[config.mk]
export PLATFORM = sky130hd
export DESIGN_NAME = wsts_div
export DESIGN_NICKNAME = d
export VERILOG_FILES = /design/src/rtl/wsts_div.sv
export SDC_FILE = /design/constraint.sdc
export NUM_CORES = 2
export LEC_CHECK = 0
export BUFFER_PORTS_ARGS = -buffer_cell sky130_fd_sc_hd__buf_2
export CELL_PAD_IN_SITES_DETAIL_PLACEMENT = 0
export CELL_PAD_IN_SITES_GLOBAL_PLACEMENT = 1
export CORE_UTILIZATION = 35
export CTS_CLUSTER_SIZE = 14
export DETAILED_ROUTE_END_ITERATION = 16
export PLACE_DENSITY_LB_ADDON = 0.2
export SLEW_MARGIN = 20
export SYNTH_ARGS = -nofsm -noshare
export SYNTH_HDL_FRONTEND = slang
export SYNTH_SLANG_ARGS = --single-unit
[constraint.sdc]
create_clock -name clk_i -period 3 [get_ports clk_i]
set_input_delay 0.45 -clock clk_i [delete_from_list [all_inputs] [get_ports clk_i]]
set_output_delay 0.45 -clock clk_i [all_outputs]
set_load 0.01 [all_outputs]
[src/rtl/wsts_div.sv]
// pipelined restoring divider, one quotient bit per stage, with sideband
// no package dependencies
module wsts_div #(
  parameter int unsigned QW = 16,
  parameter int unsigned DW = 24,
  parameter int unsigned SW = 8
) (
  input  logic          clk_i,
  input  logic          rst_ni,
  input  logic          en_i,
  input  logic          valid_i,
  input  logic [DW-1:0] rem_i,
  input  logic [QW-1:0] num_i,
  input  logic [DW-1:0] den_i,
  input  logic [SW-1:0] side_i,
  output logic          valid_o,
  output logic [QW-1:0] quo_o,
  output logic [SW-1:0] side_o
);

  logic          vld_s  [QW+1];
  logic [DW-1:0] rem_s  [QW+1];
  logic [QW-1:0] num_s  [QW+1];
  logic [DW-1:0] den_s  [QW+1];
  logic [QW-1:0] quo_s  [QW+1];
  logic [SW-1:0] side_s [QW+1];

  assign vld_s[0]  = valid_i;
  assign rem_s[0]  = rem_i;
  assign num_s[0]  = num_i;
  assign den_s[0]  = den_i;
  assign quo_s[0]  = '0;
  assign side_s[0] = side_i;

  for (genvar j = 0; j < QW; j++) begin : g_stage
    logic [DW:0] trial;
    logic        ge;
    logic [DW:0] diff;

    assign trial = {rem_s[j], num_s[j][QW-1]};
    assign ge    = trial >= {1'b0, den_s[j]};
    assign diff  = trial - {1'b0, den_s[j]};

    always_ff @(posedge clk_i or negedge rst_ni) begin
      if (!rst_ni) begin
        vld_s[j+1] <= 1'b0;
      end else if (en_i) begin
        vld_s[j+1] <= vld_s[j];
      end
    end

    always_ff @(posedge clk_i) begin
      if (en_i) begin
        rem_s[j+1]  <= ge ? diff[DW-1:0] : trial[DW-1:0];
        num_s[j+1]  <= {num_s[j][QW-2:0], 1'b0};
        den_s[j+1]  <= den_s[j];
        quo_s[j+1]  <= {quo_s[j][QW-2:0], ge};
        side_s[j+1] <= side_s[j];
      end
    end
  end

  assign valid_o = vld_s[QW];
  assign quo_o   = quo_s[QW];
  assign side_o  = side_s[QW];

endmodule

==> summary.txt <==
Outcome
  – Outcome: finished with violations
  – Failing checks: design-rule violations, negative setup slack

Timing
  – RSZ-0062 raised after global routing: true
  – Hold Slack: 0.0688 ns
  – Crit path time final: 3.42 ns
  – Fin. Hold Viols: 0
  – Final Setup Violations: 191
  – Final Cycle Share: 1.14
  – Setup ws final: -0.420 ns
  – Worst slew pin tran: 0.802 ns
  – Max Fclk: 0.292 GHz
  – Pins Over Slew Limit: 0
  – Final setup TNS: -22.14 ns
  – Clock skew: 0.0320 ns
  – Slew HR: 0.461

Floorplan
  – Die Ht: 407 um
  – Starting Density: 0.352
  – Core area: 163000 um2
  – I/O pins: 101
  – Die X: 407 um
  – Die area: 165000 um2
  – FP Rows: 148

Synth
  – Ys flop type: edfxtp_1
  – Yosys Warn Count: 0
  – Synthesized cell area: 57300 um2
  – Adder-cell share of the synthesized area: 0.0891
  – Fraction of registers with async set/reset: 0.0143
  – Post-Syn Nets: 5025
  – Seq cells post-synth: 1120
  – Unique masters post-synth: 86
  – Number of flops mapped to enable cells by yosys: 1104
  – Post-Syn Area per Cell: 12.6 um2
  – Main combinational cell family by area after synthesis: compound AO/OA/AOI/OAI gates
  – Synth Area in Simple Gates: 0.0748
  – Compound-Gate Fraction of Synth Area: 0.115
  – Mux cell area share after synthesis: 0.0538
  – Synth Area in XOR/XNOR: 0.0408
  – Sequential area share after synthesis: 0.586
  – Cells after synthesis: 4550

Placed design
  – DPL Wire Length: 104000 um
  – Placed cell count: 7759
  – IO Port Bufs: 100
  – GPL Wtd Cong: 0.892

Pwr
  – Leakage: 33.6 nW
  – Pwr Density: 1080 nW/um2
  – Max IR drop VDD: 0.661 mV

Drt
  – Total Wirelength: 142000 um
  – Routed vias/inst: 4.77
  – Routed Antenna Nets: 0
  – Drt drc: 2
  – Routed wire per std cell: 17.2 um
  – First-pass iteration count of the detailed router: 11
  – Iteration-0 DRC Markers: 1434
  – Via count: 39400

Worst setup path
  – Crit Path Max Fanout: 12
  – R2R Path Start: den_s[193]$_DFFE_PP_
  – Crit. Startpoint: den_s[193]$_DFFE_PP_
  – Critical Path Sink: g_stage[9].trial[21]$_DFFE_PP_
  – Reg2Reg Depth: 13
  – CP required: 3.50 ns
  – Crit. End Element: flip-flop
  – R2R Setup Slk: -0.42 ns
  – Crit path arrival time: 3.92 ns
  – Worst Setup Path Type: reg -> reg
  – Critical Path Source Type: flip-flop
  – Worst r2r dst: g_stage[9].trial[21]$_DFFE_PP_

Clock tree
  – Worst-skew pair later-pin latency: 0.79 ns
  – CTS Sinks: 1120
  – CTS H-Tree Depth: 4
  – CTS tree: yes
  – Cts bufs inserted: 135
  – CTS clock-pin slew for the worst setup and hold paths: 0.05 ns
  – Longest Clk Path Bufs: 3
  – Root buf cell: clkbuf_16

Worst hold path
  – Hold Crit Class: in -> reg

GRT
  – Overflow after GRT: 0
  – Total GRT Usage: 0.170
  – Initial antenna violation count: 1
  – Vias in the first global route: 41400
  – First-pass GRT wire length: 218000 um
  – Pin count of the biggest net entering global routing: 89

Finish
  – Fillers: 14500
  – Final core occ: 0.488
  – Final net count: 6463
  – P&R area growth vs syn: 38.6%
  – Final non-filler cell total: 8261
  – Inserted Diodes: 0
  – Layout cells sized above 1: 0.366

Job
  – Max-cap violations: 0
[cells in the final DEF (no fill, tap or decap), types with 37 or more instances in the layout]
cell type,instances
a21o_1,141
a21oi_1,226
a21oi_2,37
buf_12,58
buf_2,100
buf_4,1090
buf_6,61
clkbuf_16,142
dlygate4sd3_1,56
edfxtp_1,1104
ha_1,328
ha_4,50
inv_1,456
inv_2,37
mux2_4,201
nand2_1,205
nand2b_1,43
nand3_1,58
nand4_1,48
nor2_1,194
nor2b_1,37
nor3_1,56
o21a_1,63
o21ai_0,113
o21ai_1,59
o21ai_2,46
xnor2_1,164
xor2_1,100
[layout make-up]
type | count | area [um2] | share of cell area
inverters | 495 | 1870 | 0.0236
multi-input cells | 2841 | 25100 | 0.316
repair buffers | 1395 | 11700 | 0.147
clock inverters | 76 | 931 | 0.0117
clock buffers | 159 | 3510 | 0.0442
well taps | 2175 | 2720 | 0.0343
flip-flops and latches | 1120 | 33600 | 0.423
[power by group]
| part | internal, W | switching (W) | total [W] |
|---|---|---|---|
| clock | 0.00958 | 0.00665 | 0.0162 |
| sequential | 0.0224 | 0.00207 | 0.0244 |
| combinational | 0.0246 | 0.0204 | 0.0450 |
| total | 0.0566 | 0.0291 | 0.0857 |
[timing repair]
item / in CTS / in global routing
hold buffers: 56 / 0
gates cloned: 25 / 5
setup endpoints to repair: 343 / 333
setup buffers: 140 / 89
pin swaps: 173 / 197
endpoints found under the hold margin: 71 / 0
gates resized for setup: 568 / 391
[per-layer routing]
metal | global-route usage | wire length (um) | vias up
met4 | 0.0876 | 7810 | 0
met1 | 0.149 | 47700 | 18800
li1 | - | - | 19700
met3 | 0.0268 | 3530 | 335
met2 | 0.359 | 83200 | 535
met5 | 0 | 0 | -
[flip-flops by register name (all words and copies together), names as in the netlist]
name,flops
den_s,360
valid_o,1
vld_s,15
side_s,120
num_s,105
quo_o,16
g_stage.trial,375
quo_s,120
side_o,8
[cells in the mapped netlist (11+ instances only)]
library cell	n	share of area
mux2_1	187	0.037
a21oi_1	274	0.024
nand3b_1	12	0.0016
and2_1	11	0.0012
mux2_2	40	0.0079
a31oi_1	38	0.0041
o21a_1	63	0.0083
nor2b_1	63	0.0069
inv_1	490	0.032
fa_1	15	0.0052
buf_4	26	0.0034
or3_1	19	0.0021
o31ai_1	44	0.0058
edfxtp_1	1104	0.58
a21o_1	143	0.019
and4_1	14	0.0021
o21ai_1	77	0.0067
or2_2	11	0.0012
nand2_1	245	0.016
o31a_1	19	0.0029
nand4_1	48	0.0052
o21ai_0	152	0.013
nor2_1	218	0.014
nand2b_1	45	0.0049
nor3_1	66	0.0058
buf_2	18	0.0016
a21boi_0	11	0.0014
nor4_1	16	0.0017
a211o_1	14	0.0021
and3_1	29	0.0032
mux2i_1	27	0.0047
ha_1	384	0.084
xnor2_1	167	0.026
o211ai_1	16	0.0021
dfrtp_1	16	0.0070
o21bai_1	30	0.0039
mux2_4	17	0.0045
xor2_1	100	0.015
nand3_1	65	0.0057
a211oi_1	34	0.0045
clkbuf_1	45	0.0029
[kinds of logic after synthesis]
group | Yosys count
AO/OA/AOI/OAI | 1020
XOR/XNOR | 267
adder cells (fa/ha/maj) | 399
buffers and inverters | 590
flip-flops | 1120
multiplexers | 271
AND/OR/NAND/NOR | 883
[per-stage QoR]
step,setup WS [ns],instance area (um2),total power (W)
floorplan,-0.232,57400,0.0444
global placement,-0.716,68300,0.0580
finish,-0.420,79400,0.0857
CTS,-0.461,77500,0.0836
global route,-0.543,79400,0.0908
detailed placement,-0.730,68300,0.0582
[worst max-delay path, stage by stage (launching register included)]
cell      delay [ns]
edfxtp_1        0.39
inv_2           0.08
ha_4            0.20
nor2b_4         0.12
o31a_1          0.31
o31ai_4         0.24
a21oi_2         0.12
a211oi_2        0.32
nor3_2          0.10
o41a_1          0.43
o41ai_4         0.26
inv_2           0.11
buf_12          0.17
mux2_4          0.30
[worst min path at each step]
stage | from | endpoint | slack [ns] | depth (start not counted)
2_1_floorplan | rst_ni | valid_o$_DFFE_PN0P_ | 0.15 | 0
3_3_place_gp | rst_ni | vld_s[8]$_DFFE_PN0P_ | 0.37 | 1
3_5_place_dp | rst_ni | vld_s[8]$_DFFE_PN0P_ | 0.40 | 1
4_1_cts | rem_i[5] | g_stage[1].trial[7]$_DFFE_PP_ | 0.002 | 3
5_1_grt | rem_i[5] | g_stage[1].trial[7]$_DFFE_PP_ | 0.02 | 3
6_report | rem_i[5] | g_stage[1].trial[7]$_DFFE_PP_ | 0.07 | 3
(Power assumes the default switching activity.)
