**config.mk**
```make
export PLATFORM = sky130hd
export DESIGN_NAME = wsts_texcol
export DESIGN_NICKNAME = d
export VERILOG_FILES = /design/src/rtl/wsts_pkg.sv /design/src/rtl/wsts_texcol.sv
export SDC_FILE = /design/constraint.sdc
export NUM_CORES = 1
export LEC_CHECK = 0
export ABC_AREA = 1
export BUFFER_PORTS_ARGS = -buffer_cell sky130_fd_sc_hd__buf_2
export CORE_MARGIN = 4
export CORE_UTILIZATION = 45
export CTS_CLUSTER_SIZE = 25
export DETAILED_ROUTE_END_ITERATION = 8
export PLACE_DENSITY = 0.67
export SYNTH_ARGS = -nofsm -noshare
export SYNTH_HDL_FRONTEND = slang
export SYNTH_SLANG_ARGS = --single-unit
```
**constraint.sdc**
```tcl
create_clock -name clk_i -period 9.38 [get_ports clk_i]
set_clock_uncertainty 0.1 [all_clocks]
set_input_delay 1.876 -clock clk_i [delete_from_list [all_inputs] [get_ports clk_i]]
set_output_delay 1.876 -clock clk_i [all_outputs]
set_load 0.1 [all_outputs]
```
**src/rtl/wsts_pkg.sv**
```systemverilog
// wall slice texture setup: shared widths, constants and sideband types
// no dependencies
package wsts_pkg;

  localparam int unsigned DIST_W   = 24;
  localparam int unsigned DIR_W    = 21;
  localparam int unsigned HEIGHT_W = 16;
  localparam int unsigned START_W  = 9;
  localparam int unsigned END_W    = 16;
  localparam int unsigned COL_W    = 6;
  localparam int unsigned STEP_W   = 24;

  localparam logic [HEIGHT_W-1:0] HEIGHT_SAT = '1;
  localparam logic [STEP_W-1:0]   STEP_SAT   = '1;

  localparam logic CFG_POS_X = 1'b0;
  localparam logic CFG_POS_Y = 1'b1;

  typedef struct packed {
    logic             sat;
    logic [COL_W-1:0] col;
  } height_sb_t;

  typedef struct packed {
    logic [HEIGHT_W-1:0] height;
    logic [START_W-1:0]  start;
    logic [END_W-1:0]    stop;
    logic [COL_W-1:0]    col;
    logic [HEIGHT_W-1:0] rows;
    logic                step_sat;
  } row_sb_t;

endpackage

```
**src/rtl/wsts_texcol.sv**
```systemverilog
// texture column: wall hit fraction, scale by texture width, mirroring
// depends on wsts_pkg
module wsts_texcol #(
  parameter int unsigned TEX_WIDTH = 64
) (
  input  logic                          clk_i,
  input  logic                          rst_ni,
  input  logic                          en_i,
  input  logic                          valid_i,
  input  logic [wsts_pkg::DIST_W-1:0]   dist_i,
  input  logic                          side_i,
  input  logic signed [wsts_pkg::DIR_W-1:0] dir_x_i,
  input  logic signed [wsts_pkg::DIR_W-1:0] dir_y_i,
  input  logic [wsts_pkg::DIST_W-1:0]   pos_x_i,
  input  logic [wsts_pkg::DIST_W-1:0]   pos_y_i,
  output logic                          valid_o,
  output logic [wsts_pkg::DIST_W-1:0]   dist_o,
  output logic [wsts_pkg::COL_W-1:0]    col_o
);
  import wsts_pkg::*;

  localparam int unsigned TWB = $clog2(TEX_WIDTH + 1);

  logic [3:0]         vld_q;
  logic [DIST_W-1:0]  dist_a_q, dist_b_q, dist_c_q, dist_d_q;
  logic [DIST_W-1:0]  pos_a_q, pos_b_q;
  logic               neg_a_q, neg_b_q;
  logic               mir_a_q, mir_b_q, mir_c_q;
  logic [DIR_W-1:0]   mag_a_q;
  logic [31:0]        prod_b_q, frac_c_q;
  logic [COL_W-1:0]   col_d_q;

  logic signed [DIR_W-1:0] dir_sel;
  logic [31:0]        sum_c;
  logic [31+TWB:0]    scaled;
  logic [TWB-1:0]     col_raw, col_mir;

  assign dir_sel = side_i ? dir_x_i : dir_y_i;
  assign sum_c   = neg_b_q ? ({pos_b_q[15:0], 16'h0000} - prod_b_q)
                           : ({pos_b_q[15:0], 16'h0000} + prod_b_q);
  assign scaled  = {{TWB{1'b0}}, frac_c_q} * (32 + TWB)'(TEX_WIDTH);
  assign col_raw = scaled[31+TWB:32];
  assign col_mir = TWB'(TEX_WIDTH - 1) - col_raw;

  always_ff @(posedge clk_i or negedge rst_ni) begin
    if (!rst_ni) begin
      vld_q <= '0;
    end else if (en_i) begin
      vld_q <= {vld_q[2:0], valid_i};
    end
  end

  always_ff @(posedge clk_i) begin
    if (en_i) begin
      // hit along y on an x face, along x on a y face
      dist_a_q <= dist_i;
      pos_a_q  <= side_i ? pos_x_i : pos_y_i;
      neg_a_q  <= dir_sel[DIR_W-1];
      mag_a_q  <= dir_sel[DIR_W-1] ? DIR_W'(-dir_sel) : dir_sel;
      mir_a_q  <= side_i ? dir_y_i[DIR_W-1]
                         : ((dir_x_i != '0) && !dir_x_i[DIR_W-1]);
      dist_b_q <= dist_a_q;
      pos_b_q  <= pos_a_q;
      neg_b_q  <= neg_a_q;
      mir_b_q  <= mir_a_q;
      prod_b_q <= 32'({{DIST_W{1'b0}}, mag_a_q} * {{DIR_W{1'b0}}, dist_a_q});
      dist_c_q <= dist_b_q;
      mir_c_q  <= mir_b_q;
      frac_c_q <= sum_c;
      dist_d_q <= dist_c_q;
      col_d_q  <= COL_W'(mir_c_q ? col_mir : col_raw);
    end
  end

  assign valid_o = vld_q[3];
  assign dist_o  = dist_d_q;
  assign col_o   = col_d_q;

endmodule

```
==> impl_results.html <==
<table>
<tr><th>Metric</th><th>Value</th></tr>
<tr><th colspan="2">Status</th></tr>
<tr><td>Outcome</td><td>complete, no violations</td></tr>
<tr><th colspan="2">GRT</th></tr>
<tr><td>Pin count of the biggest net entering global routing</td><td>155</td></tr>
<tr><td>Wire length of the first global-routing pass</td><td>91,220 um</td></tr>
<tr><td>Initial antenna violation count</td><td>0</td></tr>
<tr><td>Overall track demand over capacity in global routing</td><td>0.2112</td></tr>
<tr><td>Overflow left after global routing</td><td>0</td></tr>
<tr><td>Vias in the first global route</td><td>18.03k</td></tr>
<tr><th colspan="2">Clock network</th></tr>
<tr><td>Setup repair bufs after CTS</td><td>0</td></tr>
<tr><td>Clock slew seen by the registers of the worst setup and hold paths</td><td>around 0.070 ns</td></tr>
<tr><td>Total of cells resized after clock tree synthesis</td><td>0</td></tr>
<tr><td># clock sinks</td><td>~200</td></tr>
<tr><td>Max Root-Sink Buffers</td><td>3</td></tr>
<tr><td>Hold-fix buffers at CTS</td><td>0</td></tr>
<tr><td>CTS Root Buffer Type</td><td>sky130_fd_sc_hd__clkbuf_16</td></tr>
<tr><td>Number of clock buffers inserted by TritonCTS</td><td>21</td></tr>
<tr><td>Maximum level of the CTS H-tree</td><td>1</td></tr>
<tr><td>Clk_lat worst skew</td><td>0.50 ns</td></tr>
<tr><td>TritonCTS clock tree</td><td>yes</td></tr>
<tr><th colspan="2">Route</th></tr>
<tr><td>Antenna Violating Nets Remaining</td><td>0</td></tr>
<tr><td>Detailed-routing iteration count for the pre-antenna-repair pass</td><td>6</td></tr>
<tr><td>Average vias per placed instance</td><td>4.945</td></tr>
<tr><td>Number of DRC violations after detailed-routing iteration 0</td><td>1,058</td></tr>
<tr><td>Via count</td><td>16.61k</td></tr>
<tr><td>DR WL/cell</td><td>approximately 16 um</td></tr>
<tr><td>Wire length reported by the detailed router</td><td>55,160 um</td></tr>
<tr><td>Post-detailed-route DRC marker count</td><td>0</td></tr>
<tr><th colspan="2">STA</th></tr>
<tr><td>Period minus WS final</td><td>slightly above 7 ns</td></tr>
<tr><td>Setup repair after global routing missed its margin</td><td>false</td></tr>
<tr><td>Hold violation count in the final report</td><td>0</td></tr>
<tr><td>Max frequency</td><td>about 140 MHz</td></tr>
<tr><td>Final sum of negative setup slack</td><td>0 ns</td></tr>
<tr><td>Final worst-path cycle share</td><td>0.7654</td></tr>
<tr><td>Worst max-slew margin expressed relative to the limit</td><td>0.1487</td></tr>
<tr><td>Worst slew pin tran</td><td>about 1.3 ns</td></tr>
<tr><td>Setup-failing EPs final</td><td>0</td></tr>
<tr><td>Max Transition Viols Final</td><td>0</td></tr>
<tr><th colspan="2">Hold path</th></tr>
<tr><td>Hold path endpoint</td><td>dist_o[23]</td></tr>
<tr><td>Number of stages on the worst hold path</td><td>0</td></tr>
<tr><td>Hold Crit Start</td><td>dist_c_q[23]</td></tr>
<tr><td>Tightest Hold Check Type</td><td>reg -&gt; reg</td></tr>
<tr><th colspan="2">Layout</th></tr>
<tr><td>Most frequent cells in the layout</td><td>sky130_fd_sc_hd__inv_1, sky130_fd_sc_hd__nand2_1, sky130_fd_sc_hd__fa_1</td></tr>
<tr><td>Number of fillers in the final layout</td><td>4,595</td></tr>
<tr><td>Antenna cells</td><td>0</td></tr>
<tr><td>Area growth syn-to-layout</td><td>8.850%</td></tr>
<tr><td>Most common cell after layout, fill and taps aside</td><td>sky130_fd_sc_hd__inv_1</td></tr>
<tr><td>Final layout net count</td><td>between 3k and 4k</td></tr>
<tr><td>Final core utilization</td><td>0.4983</td></tr>
<tr><td>Layout cells sized above 1</td><td>0.08241</td></tr>
<tr><th colspan="2">Floorplan</th></tr>
<tr><td>Placement row count</td><td>81</td></tr>
<tr><td>Core area</td><td>just under 50,000 um2</td></tr>
<tr><td>Total die area</td><td>53,760 um2</td></tr>
<tr><td>Die span in y</td><td>231.9 um</td></tr>
<tr><td>Starting Density</td><td>0.4578</td></tr>
<tr><td>Width of the chip</td><td>between 200 and 250 um</td></tr>
<tr><td>Count of pins on the block boundary</td><td>150</td></tr>
<tr><th colspan="2">Synthesis</th></tr>
<tr><td>Avg Inst Size Synth</td><td>8.690 um2</td></tr>
<tr><td>Total of flip-flops plus latches after synthesis</td><td>202</td></tr>
<tr><td>EDFF count, synth</td><td>198</td></tr>
<tr><td>Part of the Yosys area used for sequential elements</td><td>0.2681</td></tr>
<tr><td>Cells after Synth</td><td>around 2.6k</td></tr>
<tr><td>Async S/R FF share, synth</td><td>0.01980</td></tr>
<tr><td>Post-Syn Nets</td><td>3,178</td></tr>
<tr><td>Syn. warnings</td><td>0</td></tr>
<tr><td>Leading register cell type out of synthesis</td><td>sky130_fd_sc_hd__edfxtp_1</td></tr>
<tr><td>Post-synthesis cell area</td><td>22,550 um2</td></tr>
<tr><td>Library cells used by synthesis</td><td>45</td></tr>
<tr><th colspan="2">Worst setup path</th></tr>
<tr><td>Worst Reg-to-Reg Cells</td><td>19</td></tr>
<tr><td>Startpoint kind of the worst setup timing path</td><td>flip-flop</td></tr>
<tr><td>Class of the most critical setup path</td><td>reg -&gt; reg</td></tr>
<tr><td>Required arrival time at the worst endpoint</td><td>9.51 ns</td></tr>
<tr><td>Start point of the critical path</td><td>mag_a_q[3]</td></tr>
<tr><td>Capturing point of the worst reg2reg path</td><td>prod_b_q[20]</td></tr>
<tr><td>WP data arrival</td><td>7.31 ns</td></tr>
<tr><td>Peak fanout along the critical path</td><td>24</td></tr>
<tr><td>Setup slack of the worst register-to-register path</td><td>2.20 ns</td></tr>
<tr><td>CP dominant cell by count</td><td>sky130_fd_sc_hd__fa_1</td></tr>
<tr><td>Worst flop-to-flop path startpoint</td><td>mag_a_q[3]</td></tr>
<tr><td>List of cells traversed by the critical path</td><td>nand2_1 -&gt; inv_1 -&gt; fa_1 -&gt; fa_1 -&gt; inv_1 -&gt; fa_1 -&gt; inv_1 -&gt; fa_1 -&gt; fa_1 -&gt; fa_1 -&gt; inv_1 -&gt; fa_1 -&gt; inv_1 -&gt; ha_1 -&gt; nand2_1 -&gt; nor4_1 -&gt; a21oi_1 -&gt; o21ai_0 -&gt; xor2_1</td></tr>
<tr><td>Critical path capture point type</td><td>flip-flop</td></tr>
<tr><td>Library cell contributing the largest single delay on the critical path</td><td>sky130_fd_sc_hd__edfxtp_1</td></tr>
<tr><td>Delay of the slowest cell on the worst path</td><td>1.20 ns</td></tr>
<tr><th colspan="2">Placement</th></tr>
<tr><td>Final Wtd Congestion</td><td>0.8921</td></tr>
<tr><td>Port Buffers</td><td>133</td></tr>
<tr><td>DPL Wire Length</td><td>42,980 um</td></tr>
<tr><th colspan="2">Flow run</th></tr>
<tr><td>Number of violations of the max-capacitance limit</td><td>0</td></tr>
</table>
## layer usage
metal | track usage | routed length [um]
met5 | 0 | 0
met4 | 0.05922 | 1445
met3 | 0.04195 | 3793
met2 | 0.3696 | 27360
met1 | 0.2680 | 22560
## worst max path at each step
stage / endpoint / slack [ns]
after floorplan: prod_b_q[28] / 3.20
after global placement: prod_b_q[20] / 2.35
after detailed placement: prod_b_q[20] / 2.22
after CTS: prod_b_q[20] / 2.20
after global routing: prod_b_q[20] / 1.88
final: prod_b_q[20] / 2.20
## synthesized netlist by cell type, types with 2 or more instances
cell	number	area (um2)
sky130_fd_sc_hd__inv_1	714	2680
sky130_fd_sc_hd__o31ai_1	3	22.52
sky130_fd_sc_hd__dfrtp_1	4	100.1
sky130_fd_sc_hd__a21o_1	5	37.54
sky130_fd_sc_hd__xnor2_1	15	131.4
sky130_fd_sc_hd__mux2i_4	2	45.04
sky130_fd_sc_hd__buf_1	5	18.77
sky130_fd_sc_hd__nand2_2	5	31.28
sky130_fd_sc_hd__clkbuf_1	80	300.3
sky130_fd_sc_hd__a21oi_1	61	305.3
sky130_fd_sc_hd__o21ai_2	6	52.55
sky130_fd_sc_hd__xor2_1	45	394.1
sky130_fd_sc_hd__nand2_1	703	2639
sky130_fd_sc_hd__nand3_1	61	305.3
sky130_fd_sc_hd__nand4_2	2	25.02
sky130_fd_sc_hd__nand3b_1	2	15.01
sky130_fd_sc_hd__nand4_1	21	131.4
sky130_fd_sc_hd__nor3_1	19	95.09
sky130_fd_sc_hd__o21ai_0	42	210.2
sky130_fd_sc_hd__nor4_1	11	68.82
sky130_fd_sc_hd__ha_1	124	1551
sky130_fd_sc_hd__fa_1	340	6807
sky130_fd_sc_hd__buf_2	6	30.03
sky130_fd_sc_hd__buf_6	2	22.52
sky130_fd_sc_hd__o21ai_1	8	40.04
sky130_fd_sc_hd__inv_2	6	22.52
sky130_fd_sc_hd__nor2_2	3	18.77
sky130_fd_sc_hd__o21bai_1	5	37.54
sky130_fd_sc_hd__or2_2	2	12.51
sky130_fd_sc_hd__mux2_2	2	22.52
sky130_fd_sc_hd__a211oi_1	4	30.03
sky130_fd_sc_hd__edfxtp_1	198	5946
sky130_fd_sc_hd__nor2_1	77	289.0
## critical path, delay by kind of cell (launching register included)
kind,cells,cell delay [ns]
xor gates and xnor gates,1,0.10
and+or+nand+nor,3,0.91
AOI/OAI and AO/OA,2,0.48
adders and majority gates,8,3.78
buffers and inverters,5,0.32
DFF,1,1.20
## cell type report
class	count	area [um2]	area share
flip-flops and latches	202	6046	0.2463
inverters	720	2703	0.1101
multi-input cells	1579	13420	0.5465
well taps	664	830.8	0.03385
repair buffers	156	859.6	0.03502
clock inverters	15	162.7	0.006627
clock buffers	22	529.3	0.02156
## sequential cells by signal, summed over array words and instances (netlist names), 4 cells and up
signal,count
dist_b_q,24
col_o,6
prod_b_q,32
dist_o,24
frac_c_q,6
dist_c_q,24
pos_a_q,16
pos_b_q,16
mag_a_q,21
vld_q,4
dist_a_q,24
## cell families (layout without fill, tap and decap cells)
family	Yosys count	count (layout)	share of synthesized area
muxes	5	5	0.003440
and+or+nand+nor	909	909	0.1619
AOI/OAI and AO/OA	140	140	0.03490
xor gates and xnor gates	61	61	0.02403
DFF	202	202	0.2681
adders and majority gates	464	464	0.3706
buffers and inverters	814	913	0.1370
## metrics by stage
step	setup WS (ns)	instance area [um2]	std cells	hold WS, ns
final	2.200	24550	3358	0.3180
after global routing	1.884	24550	3358	0.3222
after CTS	2.205	24550	3358	0.3193
after detailed placement	2.216	23850	3321	0.3045
after global placement	2.354	23850	3321	0.3016
after floorplan	3.203	22550	2595	0.3003
Power is left out: the tool's default activity adds up to more than one toggle a clock period on the data nets, which glitch-free logic cannot reach.
